<file path="src/sv/pcd_pkg.sv">
// ---------------------------------------------------------------------------
// pcd_pkg
// Shared types and fixed constants for the polyline crossing detector.
// ---------------------------------------------------------------------------
package pcd_pkg;

  localparam int COORD_W = 16;
  localparam int HIT_W   = 6;

  localparam logic ACT_RIVER = 1'b0;
  localparam logic ACT_TRACK = 1'b1;

  // Classified work word passed from front end to back end
  typedef struct packed {
    logic                      is_track;
    logic                      first;
    logic signed [COORD_W-1:0] x;
    logic signed [COORD_W-1:0] y;
  } item_t;

endpackage

</file>
<file path="src/sv/pcd_front.sv">
// ---------------------------------------------------------------------------
// pcd_front
// Accept input words, sign-extend coordinates and classify the word kind.
// ---------------------------------------------------------------------------
module pcd_front #(
  parameter int COORD_BITS = 16
) (
  input  logic                           clk,
  input  logic                           rst_n,
  input  logic                           in_valid,
  output logic                           in_ready,
  input  logic                           in_action,
  input  logic                           in_first_point,
  input  logic signed [pcd_pkg::COORD_W-1:0] in_x_coord,
  input  logic signed [pcd_pkg::COORD_W-1:0] in_y_coord,
  output logic                           push_valid,
  input  logic                           push_ready,
  output pcd_pkg::item_t                 push_item
);

  localparam int CW = (COORD_BITS < pcd_pkg::COORD_W) ? COORD_BITS : pcd_pkg::COORD_W;

  logic                 vld_r;
  pcd_pkg::item_t       item_r;
  pcd_pkg::item_t       item_nxt;
  logic signed [CW-1:0] xs;
  logic signed [CW-1:0] ys;

  // Classify and sign-extend from the active coordinate width
  always_comb begin
    xs = in_x_coord[CW-1:0];
    ys = in_y_coord[CW-1:0];
    item_nxt.is_track = (in_action == pcd_pkg::ACT_TRACK);
    item_nxt.first    = in_first_point;
    item_nxt.x        = pcd_pkg::COORD_W'(xs);
    item_nxt.y        = pcd_pkg::COORD_W'(ys);
  end

  assign in_ready   = !vld_r || push_ready;
  assign push_valid = vld_r;
  assign push_item  = item_r;

  // Hold one word until the queue takes it
  always_ff @(posedge clk) begin
    if (!rst_n) begin
      vld_r <= 1'b0;
    end else if (in_valid && in_ready) begin
      vld_r <= 1'b1;
    end else if (push_ready) begin
      vld_r <= 1'b0;
    end
  end

  always_ff @(posedge clk) begin
    if (in_valid && in_ready) begin
      item_r <= item_nxt;
    end
  end

endmodule

</file>
<file path="config.mk">
export PLATFORM = sky130hd
export DESIGN_NAME = pcd_front
export DESIGN_NICKNAME = d
export VERILOG_FILES = /design/src/sv/pcd_pkg.sv /design/src/sv/pcd_front.sv
export SDC_FILE = /design/constraint.sdc
export NUM_CORES = 1
export LEC_CHECK = 0
export BUFFER_PORTS_ARGS = -buffer_cell sky130_fd_sc_hd__buf_4
export CAP_MARGIN = 10
export CORE_ASPECT_RATIO = 1.4
export CORE_MARGIN = 2
export CORE_UTILIZATION = 38
export CTS_CLUSTER_DIAMETER = 100
export DETAILED_ROUTE_END_ITERATION = 10
export GPL_ROUTABILITY_DRIVEN = 0
export PLACE_DENSITY = 0.86
export SYNTH_ARGS = -nofsm -noshare
export SYNTH_HDL_FRONTEND = slang
export SYNTH_SLANG_ARGS = --single-unit
</file>
<file path="constraint.sdc">
create_clock -name clk -period 1.25 [get_ports clk]
set_input_delay 0.375 -clock clk [delete_from_list [all_inputs] [get_ports clk]]
set_output_delay 0.375 -clock clk [all_outputs]
set_load 0.005 [all_outputs]
</file>
### After elaboration in Yosys (flattened, before gate mapping)

Cells that the tools add are included.

| word-level totals | value |
|---|---|
| logic and storage cells | 11 |
| output and inout port bits | 36 |
| input bits | 38 |
| register bits | 35 |

| cells by class | value |
|---|---|
| multiplexer cells | 2 |
| reduce and logical (&&, ||, !) cells | 4 |

Operators by type and width:

| operator | count |
|---|---|
| $mux W1 | 2 |
| $reduce_bool A2 Y1 | 1 |
| $logic_and A1 B1 Y1 | 1 |
| $logic_not A1 Y1 | 1 |
| $logic_or A1 B1 Y1 | 1 |

### Depth between registers and ports, before layout

| depth | value |
|---|---|
| word-level depth | 4 |
| gate-level depth with buffers | 2 |
| gate-level depth less buffers | 2 |

### Worst setup path after synthesis

Ideal clock, no wire load.

| timing | value |
|---|---|
| path type | input port to flip-flop |
| start | input push_ready |
| end | register item_r, in the netlist push_item[0], enable pin |
| arrival | 0.846 ns |
| stages on the path | 2 |
| path slack | 0.061 ns |
| library setup time | 0.343 ns |
| required time | 0.907 ns |
| cell sequence | nand2b_4 > and2_4 |

| on the way | value |
|---|---|
| cells in the longest elaborated chain, start to end | 2 |

Ends and longest elaborated chain:

| what | RTL line | text |
|---|---|---|
| from (decl) | pcd_front.sv:17 | `input logic push_ready,` |
| $logic_or A1 B1 Y1 | pcd_front.sv:39 | `assign in_ready = !vld_r \|\| push_ready;` |
| $logic_and A1 B1 Y1 | pcd_front.sv:55 | `if (in_valid && in_ready) begin` |
| to (signal assigned) | pcd_front.sv:56 | `item_r <= item_nxt;` |
| to (decl) | pcd_front.sv:24 | `pcd_pkg::item_t item_r;` |

No other way between the ends.
A chain may end at the register's enable or synchronous reset.

### Worst setup path in the final report

| timing | value |
|---|---|
| start | register item_r, in the netlist push_item[29] |
| end | output push_item[29] (netlist name) |

RTL lines:

| what | RTL line | text |
|---|---|---|
| to (decl) | pcd_front.sv:18 | `output pcd_pkg::item_t push_item` |

No word-level cell between the ends.

==> flow_results.xml <==
<?xml version="1.0" encoding="UTF-8"?>
<metrics>
  <group name="grt">
    <metric name="global_route.usage.met3" unit="">0.0650</metric>
    <metric name="final_global_route_overflow_total" unit="">0</metric>
    <metric name="number_of_global_route_vias_before_repair" unit="">637</metric>
    <metric name="antenna_found_initial" unit="">0</metric>
    <metric name="grt_pass1_wl" unit="um">3010</metric>
    <metric name="grt_max_degree" unit="">16</metric>
    <metric name="gr-max-usage-layer" unit="">met2</metric>
    <metric name="global_route.usage.met1" unit="">0.135</metric>
    <metric name="groute.usage.overall" unit="">0.133</metric>
    <metric name="globalRouteMet2Util" unit="">0.231</metric>
  </group>
  <group name="setup_path">
    <metric name="worstRegToRegCells" unit="">4</metric>
    <metric name="path_class" unit="">flip-flop to primary output</metric>
    <metric name="crit_fanout" unit="">1</metric>
    <metric name="ff2ff_setup_slack" unit="ns">0.11</metric>
    <metric name="crit_path_cell_trace" unit="">buf_4</metric>
    <metric name="worst-endpoint-arrival" unit="ns">0.89</metric>
    <metric name="timing.critical_path.required" unit="ns">0.88</metric>
    <metric name="cpPeakStageDelay" unit="ns">0.41</metric>
    <metric name="rr_startpoint" unit="">push_valid</metric>
    <metric name="crit_path_start_kind" unit="">flip-flop</metric>
    <metric name="setup.worst_path.end_class" unit="">primary output</metric>
    <metric name="regToRegEndpoint" unit="">push_item[18]</metric>
    <metric name="crit_path_top_delay_cell" unit="">sky130_fd_sc_hd__edfxtp_1</metric>
    <metric name="worst-path-buf-inv" unit="">1</metric>
    <metric name="crit_family" unit="">flip-flops</metric>
  </group>
  <group name="clock_tree">
    <metric name="tritoncts_num_sinks" unit="">35</metric>
    <metric name="clk_path_buf_depth" unit="">2</metric>
    <metric name="clk_tree_root_cell" unit="">sky130_fd_sc_hd__clkbuf_4</metric>
    <metric name="post_cts_hold_buffer_count" unit="">0</metric>
    <metric name="worstSkewPairLatency" unit="ns">0.33</metric>
    <metric name="tritoncts.num_buffers" unit="">5</metric>
    <metric name="htree_levels" unit="">2</metric>
    <metric name="clk_pin_slew" unit="ns">0.10</metric>
    <metric name="cts_tree" unit="">done</metric>
  </group>
  <group name="hold_path">
    <metric name="min_delay_worst_endpoint" unit="">push_item[32]</metric>
    <metric name="hold-path-cell-count" unit="">1</metric>
    <metric name="holdCritPathClass" unit="">input port to flip-flop</metric>
    <metric name="timing.hold.worst.start" unit="">in_first_point</metric>
  </group>
  <group name="die">
    <metric name="ios" unit="">74</metric>
    <metric name="core_area" unit="mm2">0.00267</metric>
    <metric name="horizontal_die_dimension" unit="um">49.0</metric>
    <metric name="die_h" unit="um">67.0</metric>
    <metric name="die_area" unit="mm2">0.00329</metric>
    <metric name="floorplan.initialDensity" unit="">0.404</metric>
    <metric name="rows" unit="">22</metric>
  </group>
  <group name="power">
    <metric name="comb_power_share" unit="">0.119</metric>
    <metric name="power_density_normalized_to_cell_area" unit="mW/mm2">1220</metric>
    <metric name="net-switching-power" unit="mW">0.440</metric>
    <metric name="internal_power" unit="mW">1.75</metric>
    <metric name="p_seq_frac" unit="">0.633</metric>
    <metric name="total_power" unit="mW">2.19</metric>
    <metric name="power.clock.fraction" unit="">0.248</metric>
    <metric name="p_leak" unit="nW">0.769</metric>
    <metric name="vdd_drop_max" unit="mV">1.12</metric>
    <metric name="swShare" unit="">0.201</metric>
  </group>
  <group name="sta">
    <metric name="rsz0062_at_grt" unit="">yes</metric>
    <metric name="final_min_period_over_clock_period" unit="">1.01</metric>
    <metric name="final_critical_path_setup_slack" unit="ns">-0.0145</metric>
    <metric name="drv_slew" unit="">0</metric>
    <metric name="timing.final.crit_period" unit="ns">1.26</metric>
    <metric name="tightest_slew" unit="ns">0.103</metric>
    <metric name="timing_hold_violations_final" unit="">0</metric>
    <metric name="fmaxAchievable" unit="MHz">791</metric>
    <metric name="clock_skew" unit="ns">0.0116</metric>
    <metric name="slew_headroom" unit="">0.931</metric>
    <metric name="setup_viol" unit="">1</metric>
  </group>
  <group name="flow_run">
    <metric name="maxCapViolations" unit="">0</metric>
  </group>
  <group name="drt">
    <metric name="drt.antenna.violating_nets" unit="">0</metric>
    <metric name="routedWlPerCell" unit="um">13.1</metric>
    <metric name="vias" unit="">663</metric>
    <metric name="vias_per_cell" unit="">4.14</metric>
    <metric name="dr.first_iter.drc_count" unit="">12</metric>
    <metric name="drc" unit="">0</metric>
    <metric name="drt-pass1-iter-count" unit="">3</metric>
    <metric name="wirelength" unit="um">2100</metric>
  </group>
  <group name="run_status">
    <metric name="result_of_the_run" unit="">complete, but fails checks</metric>
    <metric name="failed_checks" unit="">setup timing</metric>
  </group>
  <group name="logic_synthesis">
    <metric name="synth.yosys.warnings" unit="">0</metric>
    <metric name="postSynthCellCount" unit="">39</metric>
    <metric name="yosysSeqAreaShare" unit="">0.965</metric>
    <metric name="synth_area" unit="mm2">0.00108</metric>
    <metric name="synthesized_netlist_net_count" unit="">77</metric>
    <metric name="synth.lib_cells_used.distinct" unit="">6</metric>
    <metric name="postSynthAreaPerCell" unit="um2">27.7</metric>
    <metric name="synth-seq-cells" unit="">35</metric>
  </group>
  <group name="place">
    <metric name="place_area" unit="mm2">0.00172</metric>
    <metric name="dp_worst_setup_slack" unit="ns">0.0476</metric>
    <metric name="port-buffer-count" unit="">73</metric>
  </group>
  <group name="finish">
    <metric name="final_cell_mix" unit="">sky130_fd_sc_hd__buf_4, sky130_fd_sc_hd__edfxtp_1, sky130_fd_sc_hd__clkbuf_4, sky130_fd_sc_hd__buf_6</metric>
    <metric name="nNetsFinal" unit="">161</metric>
    <metric name="diodes" unit="">0</metric>
    <metric name="area_growth_syn_to_layout" unit="%">66.8</metric>
    <metric name="fin_area" unit="mm2">0.00180</metric>
    <metric name="final_common_cell" unit="">sky130_fd_sc_hd__buf_4</metric>
    <metric name="drive_above_1_share" unit="">0.702</metric>
  </group>
</metrics>
layout make-up:
cell class	instances	area (um2)
clock buffer	5	37.5
tap	36	45.0
timing repair buffer	77	622
sequential	35	1040
clock inverter	3	15.0
inverter	1	3.75
fill	190	871
multi-input combinational	3	33.8
through the flow:
stage	instances	hold slack [ns]	util	setup TNS [ns]
floorplan	39	0.474	-	0
global placement	151	0.489	0.644	0
detailed placement	151	0.510	0.644	0
CTS	160	0.197	0.668	-0.0996
global route	160	0.186	0.674	-0.456
finish	160	0.213	0.674	-0.0145
kinds of logic (layout without fill, tap and decap cells):
| kind of cell | after synthesis | count (layout) | share of synthesized area |
|---|---|---|---|
| buffers and inverters | 1 | 86 | 0.00348 |
| flip-flops | 35 | 35 | 0.965 |
| AO/OA/AOI/OAI | 1 | 1 | 0.0104 |
| AND/OR/NAND/NOR | 2 | 2 | 0.0209 |
what timing repair did:
item                       CTS  global route
buffers inserted             1             0
pin swaps                    0             0
resized for setup            2             4
gates cloned                 0             0
setup endpoints to repair    9            23
worst max-delay path by stage:
stage	start	end	slack, ns	cells after the start
after global placement	push_ready	push_item[19]	0.06	4
after global routing	push_item[29]	push_item[29]	-0.06	1
final	push_item[29]	push_item[29]	-0.01	1
after floorplan	push_ready	push_item[0]	0.06	2
after detailed placement	push_ready	push_item[8]	0.05	4
after CTS	push_item[29]	push_item[29]	-0.03	1
Yosys cell counts:
library cell / instances / area share
sky130_fd_sc_hd__edfxtp_1: 34 / 0.95
sky130_fd_sc_hd__and2_4: 1 / 0.0081
sky130_fd_sc_hd__dfxtp_1: 1 / 0.019
sky130_fd_sc_hd__inv_1: 1 / 0.0035
sky130_fd_sc_hd__a21boi_2: 1 / 0.010
sky130_fd_sc_hd__nand2b_4: 1 / 0.013
per-layer routing:
layer / share of wire / routed length (um)
met1: 0.34 / 709
met2: 0.57 / 1200
met3: 0.084 / 175
met4: 0.0067 / 14
met5: 0 / 0
registers in the layout (all words and copies together) (netlist names):
| register | flops |
|---|---|
| push_item | 34 |
| push_valid | 1 |
power groups by stage:
stage               Combinational (mW)  Clock [mW]  Sequential, mW
floorplan                       0.0294           0            1.42
global placement                 0.250           0            1.41
detailed placement               0.257           0            1.41
CTS                              0.261       0.567            1.39
global route                     0.278       0.605            1.39
finish                           0.260       0.543            1.39
(Power assumes the default switching activity.)
