### src/sv/pcd_pkg.sv
// ---------------------------------------------------------------------------
// pcd_pkg
// Shared types and fixed constants for the polyline crossing detector.
// ---------------------------------------------------------------------------
package pcd_pkg;

  localparam int COORD_W = 16;
  localparam int HIT_W   = 6;

  localparam logic ACT_RIVER = 1'b0;
  localparam logic ACT_TRACK = 1'b1;

  // Classified work word passed from front end to back end
  typedef struct packed {
    logic                      is_track;
    logic                      first;
    logic signed [COORD_W-1:0] x;
    logic signed [COORD_W-1:0] y;
  } item_t;

endpackage

### src/sv/pcd_queue.sv
// ---------------------------------------------------------------------------
// pcd_queue
// Two-entry FIFO between the front end and the back end.
// ---------------------------------------------------------------------------
module pcd_queue (
  input  logic           clk,
  input  logic           rst_n,
  input  logic           push_valid,
  output logic           push_ready,
  input  pcd_pkg::item_t push_item,
  output logic           pop_valid,
  input  logic           pop_ready,
  output pcd_pkg::item_t pop_item
);

  pcd_pkg::item_t slot_r [2];
  logic           wptr_r;
  logic           rptr_r;
  logic [1:0]     cnt_r;
  logic           do_push;
  logic           do_pop;

  assign push_ready = (cnt_r != 2'd2);
  assign pop_valid  = (cnt_r != 2'd0);
  assign pop_item   = slot_r[rptr_r];
  assign do_push    = push_valid && push_ready;
  assign do_pop     = pop_valid && pop_ready;

  // Advance pointers and fill count
  always_ff @(posedge clk) begin
    if (!rst_n) begin
      wptr_r <= 1'b0;
      rptr_r <= 1'b0;
      cnt_r  <= 2'd0;
    end else begin
      if (do_push) begin
        wptr_r <= ~wptr_r;
      end
      if (do_pop) begin
        rptr_r <= ~rptr_r;
      end
      cnt_r <= cnt_r + 2'(do_push) - 2'(do_pop);
    end
  end

  always_ff @(posedge clk) begin
    if (do_push) begin
      slot_r[wptr_r] <= push_item;
    end
  end

endmodule

### config.mk
export PLATFORM = sky130hd
export DESIGN_NAME = pcd_queue
export DESIGN_NICKNAME = d
export VERILOG_FILES = /design/src/sv/pcd_pkg.sv /design/src/sv/pcd_queue.sv
export SDC_FILE = /design/constraint.sdc
export NUM_CORES = 1
export LEC_CHECK = 0
export BUFFER_PORTS_ARGS = -buffer_cell sky130_fd_sc_hd__buf_4
export CAP_MARGIN = 20
export CORE_MARGIN = 3
export CORE_UTILIZATION = 50
export CTS_CLUSTER_DIAMETER = 80
export CTS_CLUSTER_SIZE = 10
export DETAILED_ROUTE_END_ITERATION = 12
export GPL_TIMING_DRIVEN = 1
export HOLD_SLACK_MARGIN = 0.08
export PLACE_DENSITY = 0.76
export SYNTH_ARGS = -nofsm -noshare
export SYNTH_HDL_FRONTEND = slang
export SYNTH_SLANG_ARGS = --single-unit
export TNS_END_PERCENT = 30
### constraint.sdc
create_clock -name clk -period 3.9 [get_ports clk]
set_clock_uncertainty 0.1 [all_clocks]
set_input_delay 0.585 -clock clk [delete_from_list [all_inputs] [get_ports clk]]
set_output_delay 0.585 -clock clk [all_outputs]
set_load 0.05 [all_outputs]
# Word level (Yosys, flattened, before mapping)
# Memories as Yosys holds them, arrays and structs flattened. A register that Yosys moved wholly into a read port is not among the register bits.
# Index checks and enable logic that the tools add are counted.
# W data, S select, Z words.
dict set report totals {
  reg_bits 4
  latchBits 0
  rom_bits 0
  inputBits 38
  elab_cells 16
  output_inout_bits 36
  memories 1
  ramBits 68
}
# name depth width rd rd_ports_with_merged_regs write_ports line
set mem_list {}
lappend mem_list {slot_r 2 34 1 1 1 pcd_queue.sv:16} ;# pcd_pkg::item_t slot_r [2];
dict set report op_classes {
  n_mux 4
  n_eq_ne 1
  n_div 0
  reduce_logical 3
  multipliers 0
  bitwise_logic 2
  n_shift 0
  n_addsub 2
  order_cmp 0
}
# op count
set op_table {}
lappend op_table {{$mux W1} 4}
lappend op_table {{$add A2 B1 Y2} 1}
lappend op_table {{$logic_and A1 B1 Y1} 2}
lappend op_table {{$ne A2 B2 Y1 const B} 1}
lappend op_table {{$not A1 Y1} 2}
lappend op_table {{$reduce_bool A2 Y1} 1}
lappend op_table {{$sub A2 B1 Y2} 1}

# Logic depth before layout (Yosys ltp)
# Gate-level depths: netlist of run 1.
dict set report logic_depth {
  depth_word 4
  depth_mapped 8
  ltp_nobuf 8
}

# Worst setup path after synthesis of run 1
# OpenSTA, ideal clock, no wires.
dict set report synth_path {
  path_kind {reg2reg}
  startpoint {reg cnt_r[0]}
  endpoint {mem slot_r[0][0] (netlist bit), enable pin}
  n_path_buf 0
  t_arrival_ns 2.468
  t_required_ns 3.375
  synth_period_minus_slack_ns 2.993
  path_slack_ns 0.907
  setup_time_ns 0.425
  stages_incl_launch_ff 4
  cell_sequence {dfxtp_1 > nand2b_1 > nand2_1 > nor2_1}
}
dict set report synth_between {
  elab_chain_len 4
}
# element line
set synth_lines {}
lappend synth_lines {{start, declared} pcd_queue.sv:19} ;# logic [1:0] cnt_r;
lappend synth_lines {{start signal, assigned} pcd_queue.sv:42} ;# cnt_r <= cnt_r + 2'(do_push) - 2'(do_pop);
lappend synth_lines {{$ne A2 B2 Y1} pcd_queue.sv:23} ;# assign push_ready = (cnt_r != 2'd2);
lappend synth_lines {{named net push_ready} pcd_queue.sv:9} ;# output logic push_ready,
lappend synth_lines {{$logic_and A1 B1 Y1} pcd_queue.sv:26} ;# assign do_push = push_valid && push_ready;
lappend synth_lines {{$mux W1} pcd_queue.sv:47} ;# if (do_push) begin
lappend synth_lines {{$mux W1 (implied by the code)} pcd_queue.sv:48} ;# slot_r[wptr_r] <= push_item;
lappend synth_lines {{end, declared} pcd_queue.sv:16}
# The timed path passes the listed nets, and every way through them passes these cells.

==> summary.md, run 1 <==
| Metric | Value |
|---|---|
| Cell variety after synth | 18 |
| First-pass GRT wire length | 7090 µm |
| Final instance area | approximately 0.0036 mm² |
| Number of diodes | 0 |
| Die Y | just over 80 µm |
| PwrDens | approximately 720 mW/mm² |
| Global route overflow | 0 |
| Post-Route Setup TNS | 0 ns |
| Post-cts sizing count | 0 |
| Hold_ws | around 0.33 ns |
| Switch Pwr | roughly 0.0009 W |
| Slew Limit Fails | 0 |
| Largest net degree at the start of global routing | 35 |
| Port Buffers | 73 |
| Syn Nets | 170 |
| Clock Latency Late Sink | 0.33 ns |
| Worst EP required | 3.21 ns |
| CTS Hold Bufs | 0 |
| Total power | between 0.002 and 0.003 W |
| Comb pwr share | between 30 and 40% |
| Initial antenna violation count | 0 |
| Mapped cell area | roughly 0.0028 mm² |
| Die X-Extent | 81.4 µm |
| Internal power | 0.00166 W |
| CTS tree | built |
| Via count | roughly 1,400 |
| Max cap viols | 0 |
| Gate Count Post-Synth | between 100 and 150 |
| I/O pin total | between 70 and 80 |
| Yosys warns | 0 |
| Slew HR | 28.3% |
| Worst Path Arrival | about 2.0 ns |
| CTS clk-pin slew, worst paths | approximately 0.070 ns |
| Number of global-route vias before repair | between 1,000 and 1,500 |
| DPL Wire Length | roughly 3200 µm |
| Crit share post-route | between 60 and 70% |
| Post-route ant nets | 0 |
| Share of layout cells above drive strength 1 | between 50 and 60% |
| Num CTS Buffers | 9 |
| Drt pass-1 iters | 4 |
| Starting density of the core | 53.6% |
| Sequential Power Share | approximately two fifths |
| CP startpoint kind | register |
| Via/cell ratio | about 4.8 |
| Die Area | 0.00663 mm² |
| Core Region | about 0.0053 mm² |
| GP Congestion | roughly 0.67 |
| CTS sink count | 73 |
| Least-Margin Pin Slew | 1.08 ns |
| Root Buffer | clkbuf_8 |
| Final setup viols | 0 |
| Hold Fails Final Rpt | 0 |
| DRC | 0 |
| Syn Area/Cell | about 22 µm² |
| Outcome | completed |
| Area Growth Syn to Fin | 26.4% |
| Placed cell area | 0.00342 mm² |
| Critical path fanouts, max | 34 |
| WL/cell | between 15 and 20 µm |
| Crit Path Category | register to primary output |
| RSZ-0062 raised after global routing | false |
| Fill count | approximately 360 |
| Min Tclk post-route | 2.69 ns |
| Iteration-0 DRC Markers | 61 |
| # nets final | between 200 and 300 |
| VDD IR max | between 0.0006 and 0.0007 V |
| Post-CTS Setup Bufs | 0 |
| Switch share | approximately 36% |
| Yosys reg bits | 73 |
| FP Rows | 26 |
| Crit. End Element | primary output |
| Final wirelength | approximately 4700 µm |
| Leak | between 1 and 1.5 nW |
| Clock Path Buffers | 2 |
| Hold WC Path Type | input port to register |
| Clock share of power | 20.4% |
| GR Util All Layers | between 10% and 20% |
| H-tree Lvls | 3 |
| Register area share after synthesis | roughly three quarters |
| Fmax | around 370 MHz |
[power groups by stage]
stage               logic, W  clock network [W]  registers [W]
floorplan           0.000823                  0        0.00103
global placement    0.000960                  0        0.00109
detailed placement  0.000977                  0        0.00110
CTS                 0.000981           0.000543        0.00109
global route         0.00102           0.000576        0.00110
finish              0.000970           0.000526        0.00108
[metrics by stage]
step                      instances  setup WS, ns  util (%)
after floorplan                 130         0.907         -
after global placement          269          1.55      64.5
after detailed placement        269          1.53      64.5
after CTS                       284          1.17      67.8
after global routing            284          1.09      67.8
final                           284          1.21      67.8
[synthesized netlist by cell type]
cell | number | area, µm²
dfxtp_1 | 5 | 100
nand2_1 | 2 | 7.51
inv_1 | 1 | 3.75
or2_2 | 1 | 6.26
buf_12 | 3 | 60.1
and2_1 | 2 | 12.5
ha_1 | 2 | 25.0
edfxtp_1 | 68 | 2040
mux2_2 | 4 | 45.0
mux2i_1 | 1 | 10.0
nor2_1 | 1 | 3.75
buf_6 | 1 | 11.3
nand2b_1 | 2 | 12.5
o21a_2 | 1 | 8.76
xnor2_1 | 3 | 26.3
nor2b_1 | 2 | 12.5
and3_1 | 1 | 6.26
mux2_4 | 30 | 450
[worst max-delay path: stages, from the launching register on]
cell and delay, ns:
dfxtp_2 1.04, mux2_2 0.43, buf_4 0.19
[kinds of logic (layout without fill, tap and decap cells)]
family          Yosys count  count (layout)  synth area share (%)
buf+inv                   5              89                  2.64
compound gates            1               1                 0.308
simple gates             11              11                  2.16
mux                      35              35                  17.8
fa+ha+maj                 2               2                 0.880
flops                    73              73                  75.3
xor+xnor                  3               3                 0.924
[final cells by class]
cell class | instances | area (µm²) | share of cell area [%]
clock buffers | 10 | 128 | 3.55
clock inverters | 5 | 47.5 | 1.32
inverters | 1 | 3.75 | 0.104
multi-input cells | 52 | 636 | 17.7
flip-flops and latches | 73 | 2140 | 59.6
well taps | 70 | 87.6 | 2.44
repair buffers | 73 | 548 | 15.3
[state kept, by name (all words and copies together) (netlist names), named ones only]
register,count
rptr_r,1
slot_r,68
wptr_r,1
cnt_r,2
[placed cells by master, fill, tap and decap left out]
master / count
ha_1: 2
or2_2: 1
dfxtp_2: 1
o21a_2: 1
mux2_2: 4
and3_2: 1
edfxtp_1: 68
nand2_1: 2
nor2_4: 1
and2_1: 2
mux2_4: 30
clkinv_1: 2
mux2i_1: 1
nor2b_1: 2
clkbuf_8: 9
bufinv_16: 1
nand2b_1: 2
inv_1: 1
dfxtp_1: 4
xnor2_1: 3
clkbuf_1: 1
clkinv_2: 2
buf_4: 73
[metal layers]
layer / GRT usage [%] / wire length, µm / vias to the layer above
li1: - / - / 657
met3: 3.73 / 293 / 11
met1: 17.4 / 1770 / 665
met2: 25.6 / 2500 / 44
met5: 0 / 0 / -
met4: 9.63 / 119 / 0
[final timing paths]
| path | start | to | slack [ns] | depth (start not counted) |
|---|---|---|---|---|
| setup / recovery | register | pop_item[1] | 1.21 | 2 |
| hold / removal | push_item[25] | slot_r[0][25] | 0.33 | 1 |
| setup reg to reg | cnt_r[0] | slot_r[0][30] | 1.95 | 3 |
| hold reg to reg | wptr_r | wptr_r | 0.44 | 2 |
(Power assumes the default switching activity.)
==> run 2: changes to the inputs <==
- clock period: 3.9 -> 2.5 ns (I/O delays scaled with it)
==> summary.md, run 2 (synthesized netlist as in run 1, its figures left out) <==
| Metric | Value |
|---|---|
| Outcome | completed |
| Port Buffers | 73 (unchanged) |
| Iteration-0 DRC Markers | 105 (+72%) |
| Clock Latency Late Sink | 0.32 ns (about the same) |
| Biggest regs | slot_r (68), cnt_r (2) |
| Crit share post-route | between 70% and 80% |
| Die Area | 0.00663 mm² (unchanged) |
| Slew HR | 79.0% (+51 points) |
| Register area | 0.00214 mm² (unchanged) |
| Leak | 1.45 nW (+2.7%) |
| Area of the multi-input gates | 634 µm² (-0.20%) |
| Max FFs per register | 68 (unchanged) |
| Fin util | 68.9% (+1.1 points) |
| Most frequent cells in the layout | buf_4 (79), edfxtp_1 (68), mux2_4 (30) |
| WL/cell | 16.3 µm (-1.3%) |
| VDD IR max | 0.000786 V (+29%) |
| Via count | 1,424 (+3.4%) |
| Fill count | 354 (-1.9%) |
| RSZ-0062 raised after global routing | false |
| Root Buffer | clkbuf_8 |
| Fmax | 501 MHz |
| Crit Path Category | register to primary output |
| Least-Margin Pin Slew | 0.315 ns (-0.760 ns) |
| Min Tclk post-route | between 1.5 and 2 ns |
| Die Y | 81.4 µm (unchanged) |
| Die X-Extent | 81.4 µm (unchanged) |
| Largest net degree at the start of global routing | 19 (-46%) |
| Area Growth Syn to Fin | 28.4% |
| Critical path fanouts, max | 18 (-47%) |
| Global route overflow | 0 (unchanged) |
| DPL Wire Length | 3430 µm (+7.8%) |
| Number of global-route vias before repair | 1,516 (+3.4%) |
| CTS tree | built |
| I/O pin total | 74 (unchanged) |
| DRC | 0 (unchanged) |
| Worst Path Buf+Inv | 2 (+1) |
| Most common cell after layout, fill and taps aside | buf_4 |
| Slowest cell on crit path | mux2_2 |
| Worst EP required | 2.03 ns (-1.18 ns) |
| Share of layout cells above drive strength 1 | 58.8% (+0.88 points) |
| Slew Limit Fails | 0 (unchanged) |
| FP Rows | 26 (unchanged) |
| GR Util All Layers | 15.3% (+0.12 points) |
| CTS Hold Bufs | 0 (unchanged) |
| H-tree Lvls | 3 (unchanged) |
| CP startpoint kind | register |
| GP Congestion | 0.707 (+5.4%) |
| Number of diodes | 0 (unchanged) |
| Final setup viols | 0 (unchanged) |
| Via/cell ratio | 4.89 (+0.93%) |
| Core Region | 0.00530 mm² (unchanged) |
| Critical path, cell by cell | buf_4 > mux2_2 > buf_4 |
| CP most frequent cell | buf_4 |
| Delay-heaviest family, CP | buffers and inverters |
| Biggest register | slot_r |
| Crit-path max cell delay | 0.38 ns (-0.66 ns) |
| # nets final | 256 (+2.4%) |
| Drt pass-1 iters | 4 (unchanged) |
| Clock Path Buffers | 2 (unchanged) |
| Initial antenna violation count | 0 (unchanged) |
| Worst Path Arrival | 1.52 ns (-0.48 ns) |
| CTS clk-pin slew, worst paths | 0.07 ns (about the same) |
| Crit. End Element | primary output |
| Post-cts sizing count | 0 (unchanged) |
| Post-CTS Setup Bufs | 0 (unchanged) |
| First-pass GRT wire length | 7180 µm (+1.3%) |
| Hold Fails Final Rpt | 0 (unchanged) |
| Final wirelength | 4750 µm (+1.2%) |
| Starting density of the core | 53.6% (unchanged) |
| Max cap viols | 0 (unchanged) |
| CTS sink count | 73 (unchanged) |
| Num CTS Buffers | 9 (unchanged) |
| Post-Route Setup TNS | 0 ns (unchanged) |
| Post-route ant nets | 0 (unchanged) |
| Hold WC Path Type | input port to register |
| PwrDens | 1120 mW/mm² (+56%) |
[run 2: worst paths after layout]
| kind | start | to | slack [ns] | depth (start not counted) |
|---|---|---|---|---|
| worst min-delay path | push_item[9] | slot_r[1][9] | 0.13 | 1 |
| worst max-delay path | register | pop_item[0] | 0.50 | 3 |
| worst max register to register | cnt_r[0] | cnt_r[1] | 0.62 | 8 |
| worst min register to register | wptr_r | wptr_r | 0.44 | 2 |
[run 2: area by class of cell]
class,count,share of cell area (%)
flip-flops and latches,73,58.7
multi-input cells,52,17.4
repair buffers,79,16.2
well taps,70,2.40
inverters,1,0.103
clock buffers,13,4.08
clock inverters,3,1.10
[run 2: worst register-to-register path, stage by stage, from the launching register on]
cell      delay (ns)
dfxtp_1         0.38
nand2b_1        0.16
nand2_1         0.14
ha_1            0.32
inv_1           0.06
ha_1            0.20
xnor2_1         0.14
xnor2_1         0.13
and2_1          0.15
[run 2: power by group]
part	switching, W	internal (W)	total (W)
combinational	0.00102	0.000618	0.00163
clock	0.000379	0.000486	0.000865
sequential	0.0000572	0.00154	0.00160
[run 2: metal layers]
metal | vias to the layer above | track usage (%) | wire length, µm
met2 | 49 | 25.8 | 2550
li1 | 670 | - | -
met3 | 12 | 3.51 | 281
met4 | 0 | 10.1 | 112
met5 | - | 0 | 0
met1 | 693 | 17.5 | 1800
[run 2: per-stage QoR]
stage                     worst slack, ns  instances  cell area [µm²]  total power (W)  hold slack (ns)
after floorplan                    0.0621        130             2850          0.00289            0.366
after global placement              0.797        275             3460          0.00322            0.397
after detailed placement            0.615        275             3460          0.00328            0.426
after CTS                           0.463        291             3650          0.00415            0.106
after global routing                0.427        291             3650          0.00426            0.105
final                               0.502        291             3650          0.00409            0.129
==> run 3: changes to the inputs <==
- CORE_UTILIZATION: 50 -> 47
- PLACE_DENSITY: 0.76 -> 0.75
- clock period: 2.5 -> 1.6 ns (I/O delays scaled with it)
==> summary.md, run 3 (synthesized netlist as in run 1, its figures left out) <==
| Metric | Value |
|---|---|
| Crit share post-route | 108% |
| CTS sink count | 73 (unchanged) |
| Final wirelength | 5550 µm (+17%) |
| Met3 wire length | 224 µm (-20%) |
| Critical path, cell by cell | buf_12 > mux2_4 > buf_8 |
| Critical path fanouts, max | 20 (+2) |
| Die Area | 0.00702 mm² (+5.9%) |
| Post-Route Setup TNS | -3.36 ns (-3.36 ns) |
| Most common cell after layout, fill and taps aside | edfxtp_1 |
| DRC | 0 (unchanged) |
| Max cap viols | 0 (unchanged) |
| Least-Margin Pin Slew | 0.197 ns (-0.117 ns) |
| RSZ-0062 raised after global routing | true |
| FP Rows | 27 (+3.8%) |
| Post-route setup slack | -0.125 ns (-0.628 ns) |
| CP startpoint kind | register |
| DRT met1 WL | 2070 µm (+15%) |
| I/O pin total | 74 (unchanged) |
| Hold Fails Final Rpt | 0 (unchanged) |
| Iteration-0 DRC Markers | 66 (-37%) |
| Worst EP required | 1.26 ns (-0.77 ns) |
| Slew HR | 86.8% (+7.8 points) |
| Via/cell ratio | 4.73 (-3.3%) |
| Most frequent cells in the layout | edfxtp_1 (68), buf_4 (42), dlygate4sd3_1 (35) |
| Global route overflow | 0 (unchanged) |
| GR Util All Layers | 16.4% (+1.0 points) |
| Outcome | finished, violations left |
| CTS clk-pin slew, worst paths | 0.07 ns (about the same) |
| DPL Wire Length | 3340 µm (-2.4%) |
| Starting density of the core | 50.1% (-3.5 points) |
| Biggest regs | slot_r (68), cnt_r (2) |
| Post-CTS Setup Bufs | 0 (unchanged) |
| Area Growth Syn to Fin | 50.7% |
| Min Tclk post-route | about 1.7 ns |
| Largest net degree at the start of global routing | 35 (+16) |
| Core Region | 0.00568 mm² (+7.0%) |
| Clock Path Buffers | 2 (unchanged) |
| Slew Limit Fails | 0 (unchanged) |
| Final setup viols | 36 (+36) |
| Total power | 0.00704 W (+72%) |
| PwrDens | 1640 mW/mm² (+46%) |
| Die X-Extent | 83.8 µm (+2.9%) |
| Die Y | 83.8 µm (+2.9%) |
| Fmax | roughly 580 MHz |
| Number of diodes | 0 (unchanged) |
| Uppermost layer routed | met4 |
| Num CTS Buffers | 9 (unchanged) |
| Port Buffers | 73 (unchanged) |
| Via count | 1,557 (+9.3%) |
| Number of global-route vias before repair | 1,794 (+18%) |
| Root Buffer | clkbuf_8 |
| Hold WC Path Type | input port to register |
| WL/cell | 16.9 µm (+3.4%) |
| # nets final | 293 (+14%) |
| Post-route ant nets | 0 (unchanged) |
| Leak | 1.69 nW (+17%) |
| Setup slack, reg-to-reg | -0.03 ns (-0.65 ns) |
| Clock Latency Late Sink | 0.32 ns (about the same) |
| Drt pass-1 iters | 4 (unchanged) |
| Biggest register | slot_r |
| Max FFs per register | 68 (unchanged) |
| Slowest cell on crit path | dfxtp_4 |
| Failing checks | setup timing |
| Met2 wire length | 3140 µm (+23%) |
| Worst Path Buf+Inv | 2 (unchanged) |
| Crit Path Category | register to primary output |
| First-pass GRT wire length | 8700 µm (+21%) |
| GP Congestion | 0.774 (+9.6%) |
| Share of layout cells above drive strength 1 | 54.5% (-4.3 points) |
| VDD IR max | 0.00120 V (+53%) |
| Worst Path Arrival | 1.39 ns (-0.13 ns) |
| H-tree Lvls | 3 (unchanged) |
| CTS tree | built |
| Crit-path max cell delay | 0.37 ns (about the same) |
| Initial antenna violation count | 0 (unchanged) |
| Delay-heaviest family, CP | flip-flops |
| Crit. End Element | primary output |
## run 3: final timing paths
path / from / endpoint / cells past startpoint
hold / removal: push_valid / wptr_r / 4
hold reg to reg: wptr_r / wptr_r / 2
setup reg to reg: cnt_r[0] / cnt_r[1] / 7
setup / recovery: register / pop_item[28] / 3
## run 3: power breakdown
group	switching (W)	internal (W)
clock	0.000600	0.000863
sequential	0.000112	0.00241
combinational	0.00169	0.00136
total	0.00240	0.00464
## run 3: final cells by class
type	count	area [µm²]
timing repair buffer	116	1150
sequential	73	2150
multi-input combinational	52	688
fill	335	1390
clock inverter	4	68.8
inverter	1	3.75
clock buffer	11	131
tap	72	90.1
## run 3: tightest hold or removal path: stages
cell,delay (ns)
buf_4,0.12
nand2_4,0.07
buf_4,0.12
mux2i_1,0.06
## run 3: what timing repair did
| action | 4_1_cts | 5_1_grt |
|---|---|---|
| pin swaps | 2 | 1 |
| endpoints found under the hold margin | 72 | 0 |
| gates resized for setup | 37 | 8 |
| endpoints found under the setup margin | 36 | 36 |
| hold buffers | 35 | 0 |
## run 3: per-stage QoR
| step | cells | hold WS [ns] | cell area (µm²) | utilization [%] | setup slack, ns |
|---|---|---|---|---|---|
| 2_1_floorplan | 130 | 0.239 | 2890 | - | -0.0854 |
| 3_3_place_gp | 279 | 0.325 | 3570 | 62.9 | 0.00349 |
| 3_5_place_dp | 279 | 0.328 | 3570 | 62.9 | -0.0521 |
| 4_1_cts | 329 | 0.241 | 4260 | 75.0 | -0.142 |
| 5_1_grt | 329 | 0.255 | 4290 | 75.5 | -0.171 |
| 6_report | 329 | 0.254 | 4290 | 75.5 | -0.125 |
## run 3: metal layers
metal | vias to the layer above | GRT usage (%)
met2 | 50 | 31.4
met4 | 0 | 7.46
met1 | 750 | 16.5
li1 | 745 | -
met3 | 12 | 3.85
met5 | - | 0
